===== config.mk =====
export PLATFORM = sky130hd
export DESIGN_NAME = min_duration_event_gate_unit
export DESIGN_NICKNAME = d
export VERILOG_FILES = /design/src/mdeg_pkg.sv /design/src/min_duration_event_gate_unit.sv
export SDC_FILE = /design/constraint.sdc
export NUM_CORES = 1
export LEC_CHECK = 0
export ABC_AREA = 0
export ABC_CLOCK_PERIOD_IN_PS = 3900
export BUFFER_PORTS_ARGS = -buffer_cell sky130_fd_sc_hd__buf_4
export CORE_ASPECT_RATIO = 1.5
export CORE_UTILIZATION = 50
export CTS_CLUSTER_DIAMETER = 100
export CTS_CLUSTER_SIZE = 8
export DETAILED_ROUTE_END_ITERATION = 12
export PLACE_DENSITY_LB_ADDON = 0.1
export SLEW_MARGIN = 15
export SYNTH_ARGS = -nofsm -noshare
export SYNTH_HDL_FRONTEND = slang
export SYNTH_SLANG_ARGS = --single-unit

===== constraint.sdc =====
create_clock -name i_clk -period 3.9 [get_ports i_clk]
set_input_delay 0.39 -clock i_clk [delete_from_list [all_inputs] [get_ports i_clk]]
set_output_delay 0.39 -clock i_clk [all_outputs]
set_load 0.01 [all_outputs]

===== src/mdeg_pkg.sv =====
// Shared constants for the minimum duration event gate.
package mdeg_pkg;

    localparam int THR_W = 16;
    localparam int RUN_W = 6;
    localparam int ADDR_W = 3;
    localparam int DATA_W = 32;

    localparam int MAX_RUN_LENGTH_DEF = 32;
    localparam int SAMPLE_BITS_DEF = 16;

    localparam logic [THR_W-1:0] THR_RESET = 16'd32768;
    localparam logic [RUN_W-1:0] RUN_RESET = 6'd10;

    localparam logic REG_THRESHOLD = 1'b0;
    localparam logic REG_RUN_LENGTH = 1'b1;

endpackage


===== src/min_duration_event_gate_unit.sv =====
// Top level of the minimum duration event gate with its sequencer and sample store.
//
// Each sample is compared with the threshold; active samples of a run are held in
// a store until the run reaches the minimum length, then released in order, and
// later samples of the run pass straight through. A run cut short by an inactive
// sample or by the end of the frame comes out as the same number of zeros, and an
// inactive sample itself comes out as zero. One comparator is shared by the
// threshold test, the run length test and the release loop, and the store has one
// read port with registered data. Each held sample that is released is first read
// from the store and then loaded into the output; a load waits while the output is
// stalled. The block takes no new item until the current one has put its last
// result into the output register; that register lets the next item in while its
// result waits.
module min_duration_event_gate_unit #(
    parameter int MAX_RUN_LENGTH = mdeg_pkg::MAX_RUN_LENGTH_DEF,
    parameter int SAMPLE_BITS = mdeg_pkg::SAMPLE_BITS_DEF
) (
    input  logic                        i_clk,
    input  logic                        i_rst_n,

    input  logic                        psel,
    input  logic                        penable,
    input  logic                        pwrite,
    input  logic [mdeg_pkg::ADDR_W-1:0] paddr,
    input  logic [mdeg_pkg::DATA_W-1:0] pwdata,
    output logic [mdeg_pkg::DATA_W-1:0] prdata,
    output logic                        pready,

    input  logic                        i_valid,
    output logic                        o_ready,
    input  logic [SAMPLE_BITS-1:0]      i_sample_value,
    input  logic                        i_frame_end,

    output logic                        o_valid,
    input  logic                        i_ready,
    output logic [SAMPLE_BITS-1:0]      o_gated_value,
    output logic                        o_burst_last,
    output logic                        o_frame_done
);

    localparam int CNT_W = $clog2(MAX_RUN_LENGTH + 1);
    localparam int IDX_W = $clog2(MAX_RUN_LENGTH);
    localparam int CMP_W1 = (SAMPLE_BITS > mdeg_pkg::THR_W) ? SAMPLE_BITS : mdeg_pkg::THR_W;
    localparam int CMP_W = (CMP_W1 > CNT_W) ? CMP_W1 : CNT_W;

    typedef enum logic [2:0] {
        S_IDLE,
        S_CLASS,
        S_CHECK,
        S_RD,
        S_OUT,
        S_ZERO
    } t_state;

    t_state                      r_state;
    logic [mdeg_pkg::THR_W-1:0]  r_threshold;
    logic [mdeg_pkg::RUN_W-1:0]  r_run_length;
    logic [SAMPLE_BITS-1:0]      r_sample;
    logic                        r_last;
    logic [CNT_W-1:0]            r_count;
    logic                        r_confirmed;
    logic [CNT_W-1:0]            r_idx;
    logic                        r_zero;
    logic                        r_tail;
    logic [SAMPLE_BITS-1:0]      r_rdata;
    logic                        r_ovalid;
    logic [SAMPLE_BITS-1:0]      r_gated;
    logic                        r_bl;
    logic                        r_fd;

    logic [SAMPLE_BITS-1:0]      r_store [MAX_RUN_LENGTH];

    logic [CMP_W-1:0]            w_need;
    logic [CMP_W-1:0]            w_cmp_a;
    logic [CMP_W-1:0]            w_cmp_b;
    logic                        w_ge;
    logic                        w_out_free;
    logic                        w_out_load;
    logic                        w_store_we;

    assign pready = 1'b1;
    assign o_ready = (r_state == S_IDLE);
    assign o_valid = r_ovalid;
    assign o_gated_value = r_gated;
    assign o_burst_last = r_bl;
    assign o_frame_done = r_fd;
    assign w_out_free = !r_ovalid || i_ready;

    always_comb begin
        prdata = '0;
        case (paddr[2])
            mdeg_pkg::REG_THRESHOLD: prdata[mdeg_pkg::THR_W-1:0] = r_threshold;
            mdeg_pkg::REG_RUN_LENGTH: prdata[mdeg_pkg::RUN_W-1:0] = r_run_length;
            default: prdata = '0;
        endcase
    end

    always_comb begin
        if (r_run_length == '0) begin
            w_need = CMP_W'(1);
        end else if (CMP_W'(r_run_length) > CMP_W'(MAX_RUN_LENGTH)) begin
            w_need = CMP_W'(MAX_RUN_LENGTH);
        end else begin
            w_need = CMP_W'(r_run_length);
        end
    end

    always_comb begin
        case (r_state)
            S_CLASS: begin
                w_cmp_a = CMP_W'(r_sample);
                w_cmp_b = CMP_W'(r_threshold);
            end
            S_CHECK: begin
                w_cmp_a = CMP_W'(r_count);
                w_cmp_b = w_need;
            end
            S_OUT: begin
                w_cmp_a = CMP_W'(r_idx) + CMP_W'(1);
                w_cmp_b = CMP_W'(r_count);
            end
            default: begin
                w_cmp_a = '0;
                w_cmp_b = '0;
            end
        endcase
        w_ge = (w_cmp_a >= w_cmp_b);
    end

    assign w_store_we = (r_state == S_CLASS) && w_ge && !r_confirmed &&
                        (r_count < CNT_W'(MAX_RUN_LENGTH));

    assign w_out_load = w_out_free &&
                        (((r_state == S_CLASS) && w_ge && r_confirmed) ||
                         (r_state == S_OUT) || (r_state == S_ZERO));

    always_ff @(posedge i_clk) begin
        if (w_store_we) begin
            r_store[r_count[IDX_W-1:0]] <= r_sample;
        end
        if (r_state == S_RD) begin
            r_rdata <= r_store[r_idx[IDX_W-1:0]];
        end
    end

    always_ff @(posedge i_clk) begin
        if (!i_rst_n) begin
            r_state <= S_IDLE;
            r_threshold <= mdeg_pkg::THR_RESET;
            r_run_length <= mdeg_pkg::RUN_RESET;
            r_count <= '0;
            r_confirmed <= 1'b0;
            r_ovalid <= 1'b0;
        end else begin
            if (psel && penable && pwrite) begin
                case (paddr[2])
                    mdeg_pkg::REG_THRESHOLD: r_threshold <= pwdata[mdeg_pkg::THR_W-1:0];
                    mdeg_pkg::REG_RUN_LENGTH: r_run_length <= pwdata[mdeg_pkg::RUN_W-1:0];
                    default: r_threshold <= r_threshold;
                endcase
            end

            if (w_out_load) begin
                r_ovalid <= 1'b1;
            end else if (i_ready) begin
                r_ovalid <= 1'b0;
            end

            case (r_state)
                S_IDLE: begin
                    if (i_valid) begin
                        r_sample <= i_sample_value;
                        r_last <= i_frame_end;
                        r_state <= S_CLASS;
                    end
                end
                S_CLASS: begin
                    if (w_ge) begin
                        if (r_confirmed) begin
                            if (w_out_free) begin
                                r_gated <= r_sample;
                                r_bl <= 1'b1;
                                r_fd <= r_last;
                                if (r_last) begin
                                    r_confirmed <= 1'b0;
                                end
                                r_state <= S_IDLE;
                            end
                        end else begin
                            if (r_count < CNT_W'(MAX_RUN_LENGTH)) begin
                                r_count <= r_count + CNT_W'(1);
                            end
                            r_state <= S_CHECK;
                        end
                    end else begin
                        r_confirmed <= 1'b0;
                        if (!r_confirmed && (r_count != '0)) begin
                            r_idx <= '0;
                            r_zero <= 1'b1;
                            r_tail <= 1'b1;
                            r_state <= S_RD;
                        end else begin
                            r_state <= S_ZERO;
                        end
                    end
                end
                S_CHECK: begin
                    if (w_ge) begin
                        r_idx <= '0;
                        r_zero <= 1'b0;
                        r_tail <= 1'b0;
                        r_confirmed <= !r_last;
                        r_state <= S_RD;
                    end else if (r_last) begin
                        r_idx <= '0;
                        r_zero <= 1'b1;
                        r_tail <= 1'b0;
                        r_state <= S_RD;
                    end else begin
                        r_state <= S_IDLE;
                    end
                end
                S_RD: begin
                    r_state <= S_OUT;
                end
                S_OUT: begin
                    if (w_out_free) begin
                        r_gated <= r_zero ? '0 : r_rdata;
                        r_bl <= w_ge && !r_tail;
                        r_fd <= w_ge && !r_tail && r_last;
                        r_idx <= r_idx + CNT_W'(1);
                        if (w_ge) begin
                            r_count <= '0;
                            r_state <= r_tail ? S_ZERO : S_IDLE;
                        end else begin
                            r_state <= S_RD;
                        end
                    end
                end
                S_ZERO: begin
                    if (w_out_free) begin
                        r_gated <= '0;
                        r_bl <= 1'b1;
                        r_fd <= r_last;
                        r_count <= '0;
                        r_confirmed <= 1'b0;
                        r_state <= S_IDLE;
                    end
                end
                default: begin
                    r_state <= S_IDLE;
                end
            endcase
        end
    end

endmodule


==> impl_metrics.yaml <==
sta:
  worst_slack_ns: 0.293
  fmax_mhz: 277
  fin_crit_sh_pct: 92.5
  maxSlewViolCount: 0
  relSlewSlack_pct: 30.7
  hold_violations: 0
  finalSetupViolCount: 0
  rsz0062_at_grt: "false"
  clock_skew_ns: 0.0162
  worst-slew-pin-transition_ns: 1.04
  period_minus_slack_ns: 3.61
final_layout:
  fillers: 3572
  multi_input_area_um2: 6200
  synthToLayoutAreaGrowth_pct: 18.1
  postLayoutCellArea_um2: 28900
  layout.nets: 1717
  antenna_cells: 0
  seq_area_um2: 17800
  drive_gt1_share_pct: 22.0
  final_cells: 2325
clock_tree:
  cts.sinks: 604
  clk_pin_slew_worst_paths_ns: 0.05
  root_buffer: "clkbuf_16"
  postCtsSetupRepairBufs: 0
  clk_latency_ns: 0.59
  htreeDepth: 3
  cts_tree: "done"
  numCtsBuffers: 85
  clk_path_buf_depth: 3
drt:
  firstDrtPassIters: 5
  wl_um: 57200
  ant_nets: 0
  via_count: 13500
  drt_iter0_drc: 958
  wl_per_cell_um: 24.6
  drt-vias-per-instance: 5.80
  remaining_drc_errors: 0
critical_path:
  cpLargestDelayFamily: "compound AO/OA/AOI/OAI gates"
  startpoint_type: "flop"
  crit_chain: "nand2b_1, nor2_1, buf_4, and2_1, a221o_1, ha_1, a2111o_1, a32oi_2, nand3_1, buf_4, a31oi_1, nor3_2, buf_4"
  criticalPathCategory: "flop to flop"
  ff2ff_path_depth: 13
  slowest_stage: "dfxtp_1"
  endpoint_kind: "flop"
  worstPathRequired_ns: 4.22
  crit_path_frequent_cell: "buf_4"
  cp_max_fo: 16
  arrival_ns: 3.92
  cpPeakStageDelay_ns: 0.44
  cp_num_cells: 13
  path_buf_inv: 3
logic_synthesis:
  syn_area_per_cell_um2: 16.8
  ys_seq_elements: 604
  synth_ff_type: "edfxtp_1"
  synth_cells: 1457
  syn-cell-area_um2: 24500
  synth_area_leaders: "edfxtp_1 (70%), mux4_2 (5.9%), mux2i_1 (4.2%), dfxtp_1 (2.7%), mux2_2 (1.7%)"
  synth.most_common_cell: "edfxtp_1"
  synth_area_leader_cell: "edfxtp_1"
  synth.distinct_cells: 59
  synth_edf_count: 571
  netlist.area_leader.share_pct: 70.1
  synth_common_cells: "edfxtp_1 (571), mux2i_1 (102), nand2_1 (102)"
  seq_area_frac_synth_pct: 72.8
  async_reset_ff_share_pct: 0
  yosys_warnings: 0
pwr:
  p_per_area_nw_per_um2: 657
  irDropWorstVdd_mv: 0.477
  p_leak_nw: 9.85
grt:
  grt_pass1_vias: 13800
  grt_max_degree: 124
  grt.total_usage_pct: 23.6
  grt_overflow_total: 0
  antenna_found_initial: 0
  grt_first_pass_wirelength_um: 85600
floorplan:
  die_area_um2: 49800
  rows: 98
  die_h_um: 273
  start_util_pct: 51.0
  die_w_um: 183
  core_area_um2: 47900
  ioPinCount: 112
place:
  io_buffers: 76
  place_congestion: 0.899
  dpl_cell_area_um2: 26300
  dpl.cell_count: 2181
  place_ws_ns: 0.316
  dpl.hpwl_um: 35600
status:
  status: "complete, no violations"
min_path:
  whs_path_depth: 3
  min_path_type: "primary input to flop"
flow_run:
  maxCapViolations: 0
[registers in the layout (all words and copies together), names as in the netlist]
name	count
r_idx	6
r_store	512
o_frame_done	1
o_burst_last	1
r_confirmed	1
r_rdata	16
r_zero	1
r_count	6
r_last	1
r_sample	16
r_tail	1
r_threshold	16
o_gated_value	16
r_run_length	6
r_state	3
o_valid	1
[final cells by class]
| cell class | count | share of cell area [%] |
|---|---|---|
| well taps | 650 | 2.81 |
| flip-flops and latches | 604 | 61.6 |
| inverters | 6 | 0.0779 |
| multi-input cells | 761 | 21.4 |
| clock buffers | 121 | 8.12 |
| clock inverters | 4 | 0.247 |
| repair buffers | 179 | 5.70 |
[per-stage QoR]
stage	total power, mW	hold slack [ns]	TNS (ns)	utilization (%)
2_1_floorplan	10.9	0.445	-82.26	-
3_3_place_gp	12.4	0.460	0	54.8
6_report	19.0	0.0283	0	60.3
3_5_place_dp	12.4	0.457	0	54.8
4_1_cts	19.1	0.00405	0	60.3
5_1_grt	19.7	0.0341	0	60.3
[layout by cell type, fill, tap and decap left out, drive strengths merged, types with 20 or more instances in the layout]
cell / instances
dfxtp: 33
nand2: 102
mux2: 38
o221ai: 34
ha: 21
a211oi: 20
edfxtp: 571
buf: 161
mux2i: 102
o21ai: 42
a21oi: 84
nor2: 59
o22ai: 32
mux4: 64
clkbuf: 121
[logic make-up after synthesis]
| logic type | after synthesis | synth area share (%) |
|---|---|---|
| AO/OA/AOI/OAI | 281 | 7.66 |
| XOR/XNOR | 4 | 0.143 |
| adder cells (fa/ha/maj) | 21 | 1.07 |
| buffers and inverters | 107 | 2.18 |
| flip-flops | 604 | 72.8 |
| multiplexers | 204 | 11.8 |
| other | 2 | 0.0307 |
| AND/OR/NAND/NOR | 234 | 4.34 |
[final timing paths]
path                                                      to  slack [ns]                         start
worst min-delay path            r_run_length[1]$_SDFFE_PN1P_        0.03                     pwdata[1]
worst max register to register   o_gated_value[13]$_DFFE_PP_        0.29       r_state[1]$_SDFFE_PN0P_
worst min register to register  r_threshold[14]$_SDFFE_PN0P_        0.47  r_threshold[14]$_SDFFE_PN0P_
worst max-delay path             o_gated_value[13]$_DFFE_PP_        0.29       r_state[1]$_SDFFE_PN0P_
[per-layer routing]
metal	up-vias	track usage (%)	wire, um	part of all wire [%]
met5	-	0	0	0
met3	105	2.89	2330	4.1
li1	6120	-	-	-
met4	0	12.1	2700	4.7
met2	406	42.4	30300	53
met1	6852	27.6	21900	38
[tightest hold or removal path, stage by stage]
cell and delay, ns:
buf_4 0.08, mux2i_1 0.05, nand2_1 0.05
[repair_timing]
action                     in CTS  in global routing
gates resized for setup         0                  0
hold buffers                   18                  0
hold endpoints to repair       18                  0
setup endpoints to repair       0                  0
[where the power goes]
group	switching, mW	total [mW]	leakage (nW)	internal, mW
clock network	2.51	6.67	1.17	4.17
logic	2.76	4.54	3.28	1.77
registers	0.157	7.77	5.40	7.62
total	5.43	19.0	9.85	13.6
No activity file was read; power rests on OpenSTA's default activity.
